## config.mk

```make
export PLATFORM = sky130hd
export DESIGN_NAME = rlp_item_encoder_unit
export DESIGN_NICKNAME = d
export VERILOG_FILES = /design/src/sv/rlp_enc_pkg.sv /design/src/sv/rlp_enc_front.sv /design/src/sv/rlp_enc_queue.sv /design/src/sv/rlp_enc_back.sv /design/src/sv/rlp_item_encoder_unit.sv
export SDC_FILE = /design/constraint.sdc
export NUM_CORES = 1
export LEC_CHECK = 0
export ABC_AREA = 1
export ABC_CLOCK_PERIOD_IN_PS = 15650
export BUFFER_PORTS_ARGS = -buffer_cell sky130_fd_sc_hd__buf_2
export CORE_MARGIN = 8
export CORE_UTILIZATION = 35
export DETAILED_ROUTE_END_ITERATION = 8
export PLACE_DENSITY_LB_ADDON = 0.2
export SKIP_LAST_GASP = 1
export SLEW_MARGIN = 15
export SYNTH_ARGS = -nofsm -noshare
export SYNTH_HDL_FRONTEND = slang
export SYNTH_SLANG_ARGS = --single-unit
```

## constraint.sdc

```tcl
create_clock -name clk_i -period 15.65 [get_ports clk_i]
set_clock_uncertainty 0.1 [all_clocks]
set_input_delay 0 -clock clk_i [delete_from_list [all_inputs] [get_ports clk_i]]
set_output_delay 0 -clock clk_i [all_outputs]
set_load 0.01 [all_outputs]
```

## src/sv/rlp_enc_pkg.sv

```systemverilog
// RLP item encoder: shared types, command codes and header constants.
// No dependencies; imported by every module of the encoder.
package rlp_enc_pkg;

  typedef enum logic [1:0] {
    CMD_STRING  = 2'd0,
    CMD_INTEGER = 2'd1,
    CMD_LIST    = 2'd2
  } cmd_e;

  localparam logic [7:0]  STR_SHORT  = 8'h80;
  localparam logic [7:0]  STR_LONG   = 8'hb7;
  localparam logic [7:0]  LIST_SHORT = 8'hc0;
  localparam logic [7:0]  LIST_LONG  = 8'hf7;
  localparam logic [7:0]  EMPTY_BYTE = 8'h80;
  localparam logic [7:0]  SINGLE_MAX = 8'h7f;
  localparam logic [31:0] SHORT_MAX  = 32'd55;

  // header byte and count of big-endian length bytes behind it
  typedef struct packed {
    logic [7:0] hdr;
    logic [2:0] nl;
  } hdr_t;

  // one unit of output work: optional header, length bytes, optional data byte
  typedef struct packed {
    logic        hdr_valid;
    logic [7:0]  hdr_byte;
    logic [2:0]  nl;
    logic [31:0] len;
    logic        data_valid;
    logic [7:0]  data;
    logic        done;
  } job_t;

  function automatic hdr_t enc_hdr(logic [31:0] len, logic [7:0] short_base,
                                   logic [7:0] long_base);
    hdr_t       h;
    logic [2:0] n;
    n = 3'd0;
    for (int i = 0; i < 4; i++) begin
      if (len[8*i +: 8] != 8'h00) n = 3'(i + 1);
    end
    if (len <= SHORT_MAX) begin
      h.hdr = short_base + len[7:0];
      h.nl  = 3'd0;
    end else begin
      h.hdr = long_base + {5'b0, n};
      h.nl  = n;
    end
    return h;
  endfunction

endpackage

```

## src/sv/rlp_enc_front.sv

```systemverilog
// RLP encoder front: accepts input items, tracks the open item and
// turns each item into at most one output job. Depends on rlp_enc_pkg.
module rlp_enc_front import rlp_enc_pkg::*; #(
  parameter int LENGTH_BYTES = 4
) (
  input  logic        clk_i,
  input  logic        rst_ni,
  input  logic        fire_i,
  input  cmd_e        cmd_i,
  input  logic [7:0]  data_byte_i,
  input  logic [31:0] item_length_i,
  output logic        push_o,
  output job_t        job_o
);

  localparam int LW = (LENGTH_BYTES >= 4) ? 32 : 8 * LENGTH_BYTES;

  logic [LW-1:0] pos_q, pos_d, held_q, held_d;
  logic          hs_q, hs_d;

  logic [LW-1:0] len_cut, int_h, int_p, int_p1, int_rem;
  logic          is_open, int_last, int_path;
  hdr_t          h_str, h_int, h_list;
  job_t          job;

  assign len_cut  = item_length_i[LW-1:0];
  assign is_open  = (pos_q != '0);
  assign int_h    = is_open ? held_q : len_cut;
  assign int_p    = is_open ? pos_q : '0;
  assign int_p1   = int_p + LW'(1);
  assign int_rem  = int_h - int_p;
  assign int_last = (int_p1 == int_h);
  assign int_path = is_open || (cmd_i == CMD_INTEGER && len_cut != '0);
  assign h_str    = enc_hdr(32'(len_cut), STR_SHORT, STR_LONG);
  assign h_int    = enc_hdr(32'(int_rem), STR_SHORT, STR_LONG);
  assign h_list   = enc_hdr(32'(len_cut), LIST_SHORT, LIST_LONG);

  always_comb begin
    job    = '0;
    pos_d  = pos_q;
    held_d = held_q;
    hs_d   = hs_q;
    if (fire_i) begin
      if (is_open && hs_q) begin
        job.data_valid = 1'b1;
        job.data       = data_byte_i;
        job.done       = (pos_q + LW'(1) == held_q);
        pos_d          = pos_q + LW'(1);
        if (job.done) begin
          pos_d  = '0;
          held_d = '0;
          hs_d   = 1'b0;
        end
      end else if (int_path) begin
        held_d = int_h;
        hs_d   = 1'b0;
        if (data_byte_i == 8'h00) begin
          pos_d = int_p1;
          if (int_last) begin
            job.data_valid = 1'b1;
            job.data       = EMPTY_BYTE;
            job.done       = 1'b1;
            pos_d          = '0;
            held_d         = '0;
          end
        end else if (int_rem == LW'(1) && data_byte_i <= SINGLE_MAX) begin
          job.data_valid = 1'b1;
          job.data       = data_byte_i;
          job.done       = 1'b1;
          pos_d          = '0;
          held_d         = '0;
        end else begin
          job.hdr_valid  = 1'b1;
          job.hdr_byte   = h_int.hdr;
          job.nl         = h_int.nl;
          job.len        = 32'(int_rem);
          job.data_valid = 1'b1;
          job.data       = data_byte_i;
          job.done       = int_last;
          if (int_last) begin
            pos_d  = '0;
            held_d = '0;
          end else begin
            pos_d = int_p1;
            hs_d  = 1'b1;
          end
        end
      end else begin
        case (cmd_i)
          CMD_LIST: begin
            job.hdr_valid = 1'b1;
            job.hdr_byte  = h_list.hdr;
            job.nl        = h_list.nl;
            job.len       = 32'(len_cut);
            job.done      = 1'b1;
          end
          CMD_STRING, CMD_INTEGER: begin
            job.data_valid = 1'b1;
            job.done       = 1'b1;
            if (len_cut == '0) begin
              job.data = EMPTY_BYTE;
            end else if (len_cut == LW'(1) && data_byte_i <= SINGLE_MAX) begin
              job.data = data_byte_i;
            end else begin
              job.hdr_valid = 1'b1;
              job.hdr_byte  = h_str.hdr;
              job.nl        = h_str.nl;
              job.len       = 32'(len_cut);
              job.data      = data_byte_i;
              job.done      = (len_cut == LW'(1));
              if (len_cut != LW'(1)) begin
                pos_d  = LW'(1);
                held_d = len_cut;
                hs_d   = 1'b1;
              end
            end
          end
          default: ;
        endcase
      end
    end
  end

  assign job_o  = job;
  assign push_o = fire_i && (job.hdr_valid || job.data_valid);

  always_ff @(posedge clk_i or negedge rst_ni) begin
    if (!rst_ni) begin
      pos_q  <= '0;
      held_q <= '0;
      hs_q   <= 1'b0;
    end else begin
      pos_q  <= pos_d;
      held_q <= held_d;
      hs_q   <= hs_d;
    end
  end

endmodule

```

## src/sv/rlp_enc_queue.sv

```systemverilog
// RLP encoder job queue between front and back.
// Small register FIFO of job_t entries; depends on rlp_enc_pkg.
module rlp_enc_queue import rlp_enc_pkg::*; #(
  parameter int DEPTH = 4
) (
  input  logic clk_i,
  input  logic rst_ni,
  input  logic push_i,
  input  job_t push_job_i,
  output logic ready_o,
  input  logic pop_i,
  output logic head_valid_o,
  output job_t head_job_o
);

  localparam int PW = (DEPTH > 1) ? $clog2(DEPTH) : 1;
  localparam int CW = $clog2(DEPTH + 1);

  job_t          mem_q [DEPTH];
  logic [PW-1:0] wr_q, rd_q;
  logic [CW-1:0] cnt_q;
  logic          do_push, do_pop;

  assign ready_o      = (cnt_q < CW'(DEPTH));
  assign head_valid_o = (cnt_q != '0);
  assign head_job_o   = mem_q[rd_q];
  assign do_push      = push_i && ready_o;
  assign do_pop       = pop_i && head_valid_o;

  always_ff @(posedge clk_i) begin
    if (do_push) mem_q[wr_q] <= push_job_i;
  end

  always_ff @(posedge clk_i or negedge rst_ni) begin
    if (!rst_ni) begin
      wr_q  <= '0;
      rd_q  <= '0;
      cnt_q <= '0;
    end else begin
      if (do_push) wr_q <= (wr_q == PW'(DEPTH - 1)) ? '0 : wr_q + PW'(1);
      if (do_pop)  rd_q <= (rd_q == PW'(DEPTH - 1)) ? '0 : rd_q + PW'(1);
      cnt_q <= cnt_q + CW'(do_push) - CW'(do_pop);
    end
  end

endmodule

```

## src/sv/rlp_enc_back.sv

```systemverilog
// RLP encoder back: expands the head job into output bytes, one per cycle
// while the output is not stalled, into a registered output stage. Depends on rlp_enc_pkg.
module rlp_enc_back import rlp_enc_pkg::*; (
  input  logic       clk_i,
  input  logic       rst_ni,
  input  logic       head_valid_i,
  input  job_t       head_job_i,
  output logic       pop_o,
  output logic       m_valid_o,
  input  logic       m_ready_i,
  output logic [7:0] m_byte_o,
  output logic       m_last_o,
  output logic       m_done_o
);

  logic [2:0] step_q, k, total;
  logic [1:0] lb_idx;
  logic       load, emit, is_last;
  logic [7:0] cur_byte;
  logic       valid_q, last_q, done_q;
  logic [7:0] byte_q;

  assign load    = !valid_q || m_ready_i;
  assign emit    = head_valid_i && load;
  assign total   = {2'b0, head_job_i.hdr_valid} + head_job_i.nl
                 + {2'b0, head_job_i.data_valid};
  assign is_last = (step_q == total - 3'd1);
  assign k       = step_q - {2'b0, head_job_i.hdr_valid};
  assign lb_idx  = 2'(head_job_i.nl - 3'd1 - k);
  assign pop_o   = emit && is_last;

  always_comb begin
    if (head_job_i.hdr_valid && step_q == 3'd0) begin
      cur_byte = head_job_i.hdr_byte;
    end else if (head_job_i.hdr_valid && k < head_job_i.nl) begin
      cur_byte = head_job_i.len[8*lb_idx +: 8];
    end else begin
      cur_byte = head_job_i.data;
    end
  end

  always_ff @(posedge clk_i) begin
    if (emit) begin
      byte_q <= cur_byte;
      last_q <= is_last;
      done_q <= is_last && head_job_i.done;
    end
  end

  always_ff @(posedge clk_i or negedge rst_ni) begin
    if (!rst_ni) begin
      valid_q <= 1'b0;
      step_q  <= '0;
    end else begin
      if (load) valid_q <= emit;
      if (emit) step_q <= is_last ? 3'd0 : step_q + 3'd1;
    end
  end

  assign m_valid_o = valid_q;
  assign m_byte_o  = byte_q;
  assign m_last_o  = last_q;
  assign m_done_o  = done_q;

endmodule

```

## src/sv/rlp_item_encoder_unit.sv

```systemverilog
// RLP item encoder top level: front, job queue and back.
// Depends on rlp_enc_pkg, rlp_enc_front, rlp_enc_queue, rlp_enc_back.
//
//  channel   dir  tdata                          tuser        tlast
//  s_axis    in   [7:0] data_byte,[39:8] length  command      -
//  m_axis    out  [7:0] out_byte                 item_done    last_in_run
//
// One input item is accepted per cycle while the job queue has room.
// Output runs one byte per cycle while m_axis_tready does not stall it; a job gives its
// header byte, nl length bytes and data byte, each where present (up to 6 bytes); the back expander sets the rate.
// An accepted job passes through the job queue and the registered output stage before its first byte appears.
// Reset clears the open-item state, the queue and the output stage.
module rlp_item_encoder_unit import rlp_enc_pkg::*; #(
  parameter int LENGTH_BYTES = 4,
  parameter int QUEUE_DEPTH  = 4
) (
  input  logic        clk_i,
  input  logic        rst_ni,
  input  logic        s_axis_tvalid,
  output logic        s_axis_tready,
  input  logic [39:0] s_axis_tdata,  // [7:0] data_byte, [39:8] item_length
  input  logic [1:0]  s_axis_tuser,  // [1:0] command
  output logic        m_axis_tvalid,
  input  logic        m_axis_tready,
  output logic [7:0]  m_axis_tdata,  // [7:0] out_byte
  output logic        m_axis_tuser,  // [0] item_done
  output logic        m_axis_tlast
);

  logic push, q_ready, pop, head_valid, fire;
  job_t push_job, head_job;

  assign s_axis_tready = q_ready;
  assign fire          = s_axis_tvalid && q_ready;

  rlp_enc_front #(.LENGTH_BYTES(LENGTH_BYTES)) u_front (
    .clk_i        (clk_i),
    .rst_ni       (rst_ni),
    .fire_i       (fire),
    .cmd_i        (cmd_e'(s_axis_tuser)),
    .data_byte_i  (s_axis_tdata[7:0]),
    .item_length_i(s_axis_tdata[39:8]),
    .push_o       (push),
    .job_o        (push_job)
  );

  rlp_enc_queue #(.DEPTH(QUEUE_DEPTH)) u_queue (
    .clk_i       (clk_i),
    .rst_ni      (rst_ni),
    .push_i      (push),
    .push_job_i  (push_job),
    .ready_o     (q_ready),
    .pop_i       (pop),
    .head_valid_o(head_valid),
    .head_job_o  (head_job)
  );

  rlp_enc_back u_back (
    .clk_i       (clk_i),
    .rst_ni      (rst_ni),
    .head_valid_i(head_valid),
    .head_job_i  (head_job),
    .pop_o       (pop),
    .m_valid_o   (m_axis_tvalid),
    .m_ready_i   (m_axis_tready),
    .m_byte_o    (m_axis_tdata),
    .m_last_o    (m_axis_tlast),
    .m_done_o    (m_axis_tuser)
  );

endmodule

```

# Yosys cells after proc, flatten, opt, wreduce, memory -nomap -nowiden
# Memory sizes are Yosys's and may differ from the RTL's.
# Cells that the tools add are included.
# classes
magnitude_cmp,5
muxes,67
eq_ne,13
n_addsub,20
reduce_logical,37
shifts,1
# ops
cell,count
2-to-1 mux 32 bit,22
2-to-1 mux 44 bit,5
2-to-1 mux 54 bit,2
case mux 44 bit (2 select lines),1
"adder 32 x 1 -> 32 bit, second input constant",2
"equality test 32 x 1 -> 1 bit, second input constant",2
equality test 32 bit,2
"<= comparator 32 x 6 -> 1 bit, second input constant",2
nonzero test 32 bit,2
nonzero test 8 bit,8
2-to-1 mux 11 bit,3
logical NOT 32 bit,1
"!= test 32 x 1 -> 1 bit, second input constant",1
variable part select 32 x 6 -> 8 bit,1
subtractor 32 bit,1
2-to-1 mux 10 bit,3
"adder 8 bit, first input constant",3
2-to-1 mux 8 bit,3
2-to-1 mux 1 bit,17
"adder 8 x 3 -> 8 bit, first input constant",2
2-to-1 mux 3 bit,5
logical AND 1 bit,13
2-to-1 mux 9 bit,1
nonzero test 3 bit,3
27 further kinds,38
# word_totals
n_memories,1
in_bits,46
wordCells,155
mem_bits_rw,216
output_inout_bits,12
ff_bits,86
# mem_list
memory,depth,width,rd,rd_clocked_by_memory_dff,wr,line,text
u_queue.mem_q,4,54,1,0,1,rlp_enc_queue.sv:19,job_t mem_q [DEPTH];

# Logic depth before layout (Yosys ltp)
# Gate-level depths: netlist (run 1).
# depth
word_depth,20
mapped_depth,42
depth_no_buf,40

# By module
# A second synthesis (run 1) with hierarchy kept.
# hier_totals
hier_cells,2872
hier_area_um2,21154.0
# modules_own_cells
mod,instances,cells_each,area_per_inst_um2
rlp_enc_front,1,1941,10104.7
rlp_enc_queue,1,683,9556.7
rlp_enc_back,1,246,1485.2
rlp_item_encoder_unit,1,2,7.5

# Least setup slack after synthesis (run 1)
# OpenSTA, ideal clock, no wires.
# synth_path
path_kind,reg2reg
from,reg u_front.pos_q[0]
to,"mem u_queue.mem_q[2][0] in the netlist's numbering, enable pin"
path_slack_ps,7339
required_ps,15002
path_buffers,2
stages_incl_launch_ff,33
t_arrival_ps,7662
cell_sequence,dfrtp_1 > inv_2 > ha_1 > inv_1 > nor2_1 > nand2_1 > nor2_2 > nand2_2 > nor2_8 > inv_2 > buf_2 > buf_2 > a21oi_1 > inv_1 > ha_1 > a21oi_1 > inv_1 > a31oi_1 > o21a_1 > nor2_1 > a311oi_1 > nand2_1 > nand2_1 > nand2_1 > nand2_1 > inv_2 > nand2_1 > nor2_4 > nand4_2 > nand2_2 > nand2_4 > nand2_4 > a21boi_0
# synth_between
elab_chain_cells,15
word_cells_on_any_way,23
classes_between,2 x add/sub; 2 x eq/ne; 12 x mux; 7 x reduce/logical
# synth_lines
item,line,text
from (decl),rlp_enc_front.sv:18,"logic [LW-1:0] pos_q, pos_d, held_q, held_d;"
from (signal assigned),rlp_enc_front.sv:133,pos_q <= pos_d;
nonzero test 32 bit,rlp_enc_front.sv:27,assign is_open = (pos_q != '0);
"2-to-1 mux 32 bit, on equally long branches","rlp_enc_front.sv:28, rlp_enc_front.sv:29",
subtractor 32 bit,rlp_enc_front.sv:31,assign int_rem = int_h - int_p;
equality test 32 x 1 -> 1 bit,rlp_enc_front.sv:66,end else if (int_rem == LW'(1) && data_byte_i <= SINGLE_MAX) begin
logical AND 1 bit,rlp_enc_front.sv:66,
2-to-1 mux 44 bit,rlp_enc_front.sv:66,
2-to-1 mux 44 bit,rlp_enc_front.sv:57,if (data_byte_i == 8'h00) begin
2-to-1 mux 54 bit,rlp_enc_front.sv:54,end else if (int_path) begin
2-to-1 mux 44 bit,rlp_enc_front.sv:44,if (is_open && hs_q) begin
2-to-1 mux 54 bit *,rlp_enc_front.sv:43,if (fire_i) begin
logical OR 1 bit *,rlp_enc_front.sv:125,assign push_o = fire_i && (job.hdr_valid || job.data_valid);
logical AND 1 bit *,rlp_enc_front.sv:125,
logical AND 1 bit *,rlp_enc_queue.sv:27,assign do_push = push_i && ready_o;
2-to-1 mux 1 bit *,rlp_enc_queue.sv:31,if (do_push) mem_q[wr_q] <= push_job_i;
2-to-1 mux 1 bit (implied by the code) *,rlp_enc_queue.sv:31,
to (decl),rlp_enc_queue.sv:19,
# Mark *: on every way between the ends. The rest lies on a longest branch, timed or not.

# Worst setup path in the final report (run 1)
# layout_path
from,reg u_front.pos_q[2]
to,"mem u_queue.mem_q[3][29] in the netlist's numbering, enable pin"
# Same word-level chain as after synthesis.

==> impl_metrics.json, run 1 <==
{
  "maxCapViolCount": 0,
  "antenna_found_initial": 0,
  "rsz0062_at_grt": "false",
  "routedWlPerCell_um": 21.7,
  "seq_area_frac_synth_pct": 44.7,
  "start_util_pct": 35.3,
  "critPathTopFamily": "simple AND/OR/NAND/NOR gates",
  "synth_top_area_share_pct": 34.9,
  "synthCells": 2392,
  "cts_tree": "done",
  "cts_buffers": 36,
  "p_comb_share_pct": 42.9,
  "timing.fmax_mhz": 144,
  "synth_common_cells": "nand2_1, nor2_1, inv_1, edfxtp_1, o21ai_0",
  "path_buf_inv": 5,
  "yosysMostFrequentCell": "nand2_1",
  "syn_to_final_growth_pct": 12.5,
  "die_w_um": 252,
  "diodes": 0,
  "io_pins": 58,
  "period_share_pct": 44.3,
  "p_sw_mw": 1.39,
  "grt_pass1_vias": 16800,
  "power_mw": 3.28,
  "postRouteAntennaNets": 0,
  "synth_top_area_cell": "edfxtp_1",
  "maxSlewHeadroom_pct": 33.0,
  "ys.flop_type": "edfxtp_1",
  "cp_max_fo": 54,
  "synth_area_mm2": 0.0194,
  "nNetsFinal": 2557,
  "slew_viol_final": 0,
  "hold_path_class": "in -> reg",
  "startpoint_type": "flop",
  "globalplace.congestion": 0.968,
  "cp_slowest_cell": "buf_4",
  "dp_hpwl_um": 51100,
  "grt_pass1_wl_um": 105000,
  "hold_viol_final": 0,
  "leakage_nw": 9.11,
  "grt_max_degree": 67,
  "period_minus_slack_ns": 6.93,
  "vias": 17100,
  "cts.sinks": 302,
  "power.internal_mw": 1.89,
  "crit_type": "reg -> reg",
  "p_per_area_mw_per_mm2": 150,
  "regToRegSetupSlack_ns": 8.72,
  "syn-num-nets": 2496,
  "ys_types": 63,
  "io_buffer_count": 57,
  "worstPathArrival_ns": 6.99,
  "drive_gt1_share_pct": 9.77,
  "cts_root_buf": "clkbuf_16",
  "drc_errors": 0,
  "grt.total_usage_pct": 21.6,
  "num_rows": 86,
  "routed_wl_um": 70100,
  "cts-htree-levels": 2,
  "cp-end-kind": "flop",
  "status": "complete, no violations",
  "crit_path_max_incr_delay_ns": 0.65,
  "crit_path_frequent_cell": "nand2_1",
  "viasPerCell": 5.32,
  "clk_latency_ns": 0.57,
  "tightestPinTransition_ns": 1.00,
  "ir_worst_vdd_mv": 0.108,
  "post_cts_resized": 0,
  "pre_cts_slack_ns": 8.86,
  "async_reset_ff_share_pct": 25.2,
  "avgSynthCellArea_um2": 8.12,
  "grt_overflow": 0,
  "clk_path_buf_depth": 3,
  "critPathRequiredTime_ns": 15.72,
  "yosys-top-cells-area": "edfxtp_1, dfrtp_1, nand2_1, nor2_1, inv_1",
  "coreArea_mm2": 0.0550,
  "dr.pass1.iters": 7,
  "yosysWarningCount": 0,
  "pwr-share-clk_pct": 23.9,
  "drtIter0Drc": 1333,
  "die-area_mm2": 0.0633,
  "setup_ws_ns": 8.72,
  "finalSetupTns_ns": 0,
  "fp.dieH_um": 252,
  "n_fill_cell": 5620,
  "switching_share_pct": 42.4,
  "synth_edf_count": 226,
  "pwr-share-seq_pct": 33.2,
  "clkTransAtPathRegs_ns": 0.06,
  "synth-seq-cells": 302,
  "setup_viol": 0
}
-- power by group through the flow --
stage | clock network [mW] | logic [mW] | registers (mW)
finish | 0.783 | 1.41 | 1.09
floorplan | 0 | 0.910 | 1.08
CTS | 0.802 | 1.44 | 1.09
global route | 0.831 | 1.57 | 1.10
detailed placement | 0 | 1.42 | 1.10
global placement | 0 | 1.41 | 1.10
-- cell type report --
class / instances / area, µm² / share of cell area (%)
clock inverters: 19 / 135 / 0.619
repair buffers: 120 / 871 / 3.99
flip-flops and latches: 302 / 8690 / 39.8
clock buffers: 44 / 931 / 4.26
multi-input cells: 1718 / 9240 / 42.3
inverters: 275 / 1040 / 4.75
well taps: 748 / 936 / 4.28
-- per-layer routing --
layer	share of wire [%]	global-route usage [%]	vias up
li1	-	-	8211
met5	0	0	-
met3	5.0	2.73	124
met1	45	28.9	8297
met2	47	35.3	516
met4	3.9	8.63	0
-- through the flow --
stage          utilization [%]  std cells  cell area [µm²]  hold WS [ns]
2_1_floorplan                -       2392            19400        -0.396
3_3_place_gp              37.0       3119            20300        -0.255
3_5_place_dp              37.0       3119            20300        -0.250
4_1_cts                   39.7       3226            21800        0.0949
5_1_grt                   39.7       3226            21800         0.119
6_report                  39.7       3226            21800         0.110
-- registers in the layout, indices dropped and copies added (netlist names), 2 cells and up --
register and cells:
u_queue.mem_q 216, u_queue.cnt_q 3, u_queue.wr_q 2, u_front.held_q 32
u_queue.rd_q 2, u_back.m_byte_o 8, u_back.step_q 3, u_front.pos_q 32
-- final timing paths --
kind	start	to	cells after the start
max	u_front.pos_q[2]$_DFFE_PN0P_	u_queue.mem_q[3][29]$_DFFE_PP_	28
min	s_axis_tuser[0]	u_front.hs_q$_DFFE_PN0P_	6
max reg2reg	u_front.pos_q[2]$_DFFE_PN0P_	u_queue.mem_q[3][29]$_DFFE_PP_	28
min reg2reg	u_front.held_q[20]$_DFFE_PN0P_	u_front.held_q[20]$_DFFE_PN0P_	2
max in group asynchronous	rst_ni	u_queue.rd_q[0]$_DFFE_PN0P_	3
min in group asynchronous	rst_ni	u_front.hs_q$_DFFE_PN0P_	3
-- cells in the final DEF (no fill, tap or decap), types with 7 or more instances in the layout --
cell	instances
a21boi_1	10
a21oi_1	127
a31oi_1	9
a32o_1	20
buf_2	56
buf_4	20
clkbuf_1	8
clkbuf_16	36
clkinv_1	11
clkinv_2	7
dfrtp_1	75
dlygate4sd3_1	44
edfxtp_1	226
ha_1	55
inv_1	254
inv_2	15
nand2_1	478
nand2_2	29
nand2_4	10
nand3_1	140
nand3_2	11
nand3b_1	11
nand4_1	23
nor2_1	301
nor2_2	16
nor2_4	8
nor3_1	58
nor4_1	22
o21a_1	13
o21ai_0	167
o21ai_1	23
o221ai_1	16
o22ai_1	25
xnor2_1	18
xor2_1	64
-- kinds of logic (layout without fill, tap and decap cells) --
kind of cell | count (synthesis) | after routing | share of synthesized area [%]
xor+xnor | 83 | 83 | 3.78
flops | 302 | 302 | 44.7
compound gates | 451 | 451 | 13.6
fa+ha+maj | 58 | 58 | 3.85
simple gates | 1126 | 1126 | 26.1
buf+inv | 372 | 458 | 8.00
-- worst min-delay path, cell delays in order --
cell and delay [ns]:
buf_2 0.12, nand3_1 0.14, nand2_1 0.22, nand2_1 0.09, nand3_1 0.09, o21ai_1 0.07
-- what timing repair did --
| item | 4_1_cts | 5_1_grt |
|---|---|---|
| setup buffers | 0 | 0 |
| endpoints found under the hold margin | 243 | 0 |
| hold buffers | 44 | 0 |
Power figures use the tool's default switching activity.
==> inputs of run 2 (changes only) <==
--- a/config.mk
+++ b/config.mk
@@ -6,7 +6,7 @@
 export NUM_CORES = 1
 export LEC_CHECK = 0
 export ABC_AREA = 1
-export ABC_CLOCK_PERIOD_IN_PS = 15650
+export ABC_CLOCK_PERIOD_IN_PS = 5640
 export BUFFER_PORTS_ARGS = -buffer_cell sky130_fd_sc_hd__buf_2
 export CORE_MARGIN = 8
 export CORE_UTILIZATION = 35
==> constraint.sdc (replaced) <==
create_clock -name clk_i -period 5.64 [get_ports clk_i]
set_clock_uncertainty 0.1 [all_clocks]
set_input_delay 0 -clock clk_i [delete_from_list [all_inputs] [get_ports clk_i]]
set_output_delay 0 -clock clk_i [all_outputs]
set_load 0.01 [all_outputs]
==> impl_metrics.json, run 2 (synthesized netlist as in run 1, its figures left out) <==
{
  "finalSetupTns_ns": 0,
  "postRouteAntennaNets": 0,
  "regMostFlops": "u_queue.mem_q",
  "cp_max_fo": 42,
  "io_pins": 58,
  "cts_tree": "done",
  "maxSlewHeadroom_pct": 46.5,
  "switching_share_pct": 42.6,
  "power_mw": 9.28,
  "antenna_found_initial": 0,
  "regToRegSetupSlack_ns": 0.33,
  "slew_viol_final": 0,
  "viasPerCell": 5.32,
  "crit_path_max_incr_delay_ns": 0.59,
  "holdPathEnd": "u_front.hs_q$_DFFE_PN0P_",
  "placed_area_mm2": 0.0209,
  "pwr-share-seq_pct": 32.2,
  "clkTransAtPathRegs_ns": 0.06,
  "stdcell_area_mm2": 0.0228,
  "grt_overflow": 0,
  "maxCapViolCount": 0,
  "io_buffer_count": 57,
  "hold_path_class": "in -> reg",
  "r2r_cells": 27,
  "die_w_um": 252,
  "cts.sinks": 302,
  "grt_use_met3_pct": 2.81,
  "critPathRequiredTime_ns": 5.80,
  "busiest_layer": "met2",
  "tightestPinTransition_ns": 0.793,
  "worstPathArrival_ns": 5.47,
  "drive_gt1_share_pct": 14.9,
  "reg_top3": "u_queue.mem_q (216), u_front.held_q (32), u_front.pos_q (32)",
  "start_util_pct": 35.3,
  "power.internal_mw": 5.32,
  "grt_max_degree": 75,
  "leakage_nw": 9.54,
  "grt_pass1_vias": 17000,
  "vias": 17500,
  "period_share_pct": 94.2,
  "drc_errors": 0,
  "hold_viol_final": 0,
  "p_comb_share_pct": 43.4,
  "whs_path_depth": 6,
  "dp_hpwl_um": 50200,
  "cp-end-kind": "flop",
  "period_minus_slack_ns": 5.31,
  "num_rows": 86,
  "drtIter0Drc": 1302,
  "crit_type": "reg -> reg",
  "cp_slowest_cell": "nor3_1",
  "crit_path_frequent_cell": "nand2_1",
  "grt.total_usage_pct": 21.3,
  "ir_worst_vdd_mv": 0.269,
  "final_cell_mix": "nand2_1, nor2_1, inv_1",
  "fp.dieH_um": 252,
  "setup_viol": 0,
  "r2r_end": "u_queue.mem_q[1][23]$_DFFE_PP_",
  "globalplace.congestion": 1.00,
  "routed_wl_um": 69300,
  "status": "complete, no violations",
  "clk_latency_ns": 0.59,
  "clk_path_buf_depth": 3,
  "pwr-share-clk_pct": 24.4,
  "timing.fmax_mhz": 188,
  "diodes": 0,
  "nNetsFinal": 2620,
  "startpoint_type": "flop",
  "dr.pass1.iters": 5,
  "p_sw_mw": 3.96,
  "cts_root_buf": "clkbuf_16",
  "cts-htree-levels": 2,
  "gr-usage-met1_pct": 28.1,
  "rr_startpoint": "u_front.pos_q[0]$_DFFE_PN0P_",
  "coreArea_mm2": 0.0550,
  "die-area_mm2": 0.0633,
  "cts_buffers": 37,
  "grt_pass1_wl_um": 104000,
  "routedWlPerCell_um": 21.1,
  "met2_usage_pct": 34.6,
  "p_per_area_mw_per_mm2": 406,
  "n_fill_cell": 5517,
  "syn_to_final_growth_pct": 17.6,
  "dp.cells": 3177,
  "mostFrequentLayoutCell": "nand2_1",
  "min-delay-start": "s_axis_tuser[0]",
  "largest_reg_flops": 216,
  "layout.cells.non_filler": 3291
}
[run 2: cell types whose count changed in the layout (fill, tap and decap cells not counted), moves of 6 or more]
cell,delta
nor2_2,+10
ha_1,-10
ha_2,+9
buf_12,+10
nor2_1,-13
a21oi_1,-23
o21ai_0,-6
buf_4,+50
a21oi_2,+23
[run 2: area by class of cell]
| class | instances | area, µm² | area share (%) |
|---|---|---|---|
| clock buffer | 45 | 956 | 4.18 |
| clock inverter | 21 | 178 | 0.778 |
| inverter | 275 | 1040 | 4.55 |
| multi-input combinational | 1718 | 9540 | 41.8 |
| sequential | 302 | 8690 | 38.1 |
| tap | 748 | 936 | 4.10 |
| timing repair buffer | 182 | 1500 | 6.57 |
[run 2: worst max-delay path by stage]
stage | start | end | slack [ns] | depth (start not counted)
floorplan | u_front.pos_q[0]$_DFFE_PN0P_ | u_queue.mem_q[0][0]$_DFFE_PP_ | -0.34 | 33
global placement | u_front.pos_q[0]$_DFFE_PN0P_ | u_queue.cnt_q[2]$_DFF_PN0_ | 0.08 | 31
detailed placement | u_front.pos_q[0]$_DFFE_PN0P_ | u_queue.cnt_q[2]$_DFF_PN0_ | 0.12 | 31
CTS | u_front.pos_q[0]$_DFFE_PN0P_ | u_queue.mem_q[0][24]$_DFFE_PP_ | 0.09 | 28
global route | u_front.pos_q[0]$_DFFE_PN0P_ | u_queue.cnt_q[2]$_DFF_PN0_ | -0.008 | 32
finish | u_front.pos_q[0]$_DFFE_PN0P_ | u_queue.mem_q[1][23]$_DFFE_PP_ | 0.33 | 27
[run 2: per-stage QoR]
stage,utilization [%],hold slack [ns],setup slack (ns)
after floorplan,-,-0.396,-0.342
after global placement,38.0,-0.0626,0.0783
after detailed placement,38.0,-0.0533,0.117
after CTS,40.9,0.0113,0.0925
after global routing,41.5,0.0530,-0.00793
final,41.5,0.0318,0.327
[run 2: worst max-delay path, delay by kind of cell (launching register included)]
family / cells / cell delay, ns
buffers and inverters: 5 / 0.70
AND/OR/NAND/NOR: 19 / 2.73
AO/OA/AOI/OAI: 1 / 0.29
flip-flops: 1 / 0.42
adder cells (fa/ha/maj): 2 / 0.73
[run 2: power by group through the flow]
stage / sequential (mW) / clock [mW] / combinational [mW]
after detailed placement: 3.03 / 0 / 4.03
after global placement: 3.02 / 0 / 4.02
after floorplan: 2.99 / 0 / 2.53
after CTS: 2.99 / 2.32 / 4.08
final: 2.99 / 2.26 / 4.03
after global routing: 3.02 / 2.40 / 4.46
[run 2: what timing repair did]
| item | CTS | global route |
|---|---|---|
| hold buffers | 44 | 0 |
| buffers inserted | 0 | 3 |
| gates resized for setup | 0 | 84 |
| hold endpoints to repair | 251 | 0 |
| endpoints found under the setup margin | 0 | 366 |
[run 2: per-layer routing]
metal	up-vias	part of all wire [%]
met5	-	0
met4	0	4.4
met3	167	5.8
met2	621	46
met1	8382	43
li1	8342	-
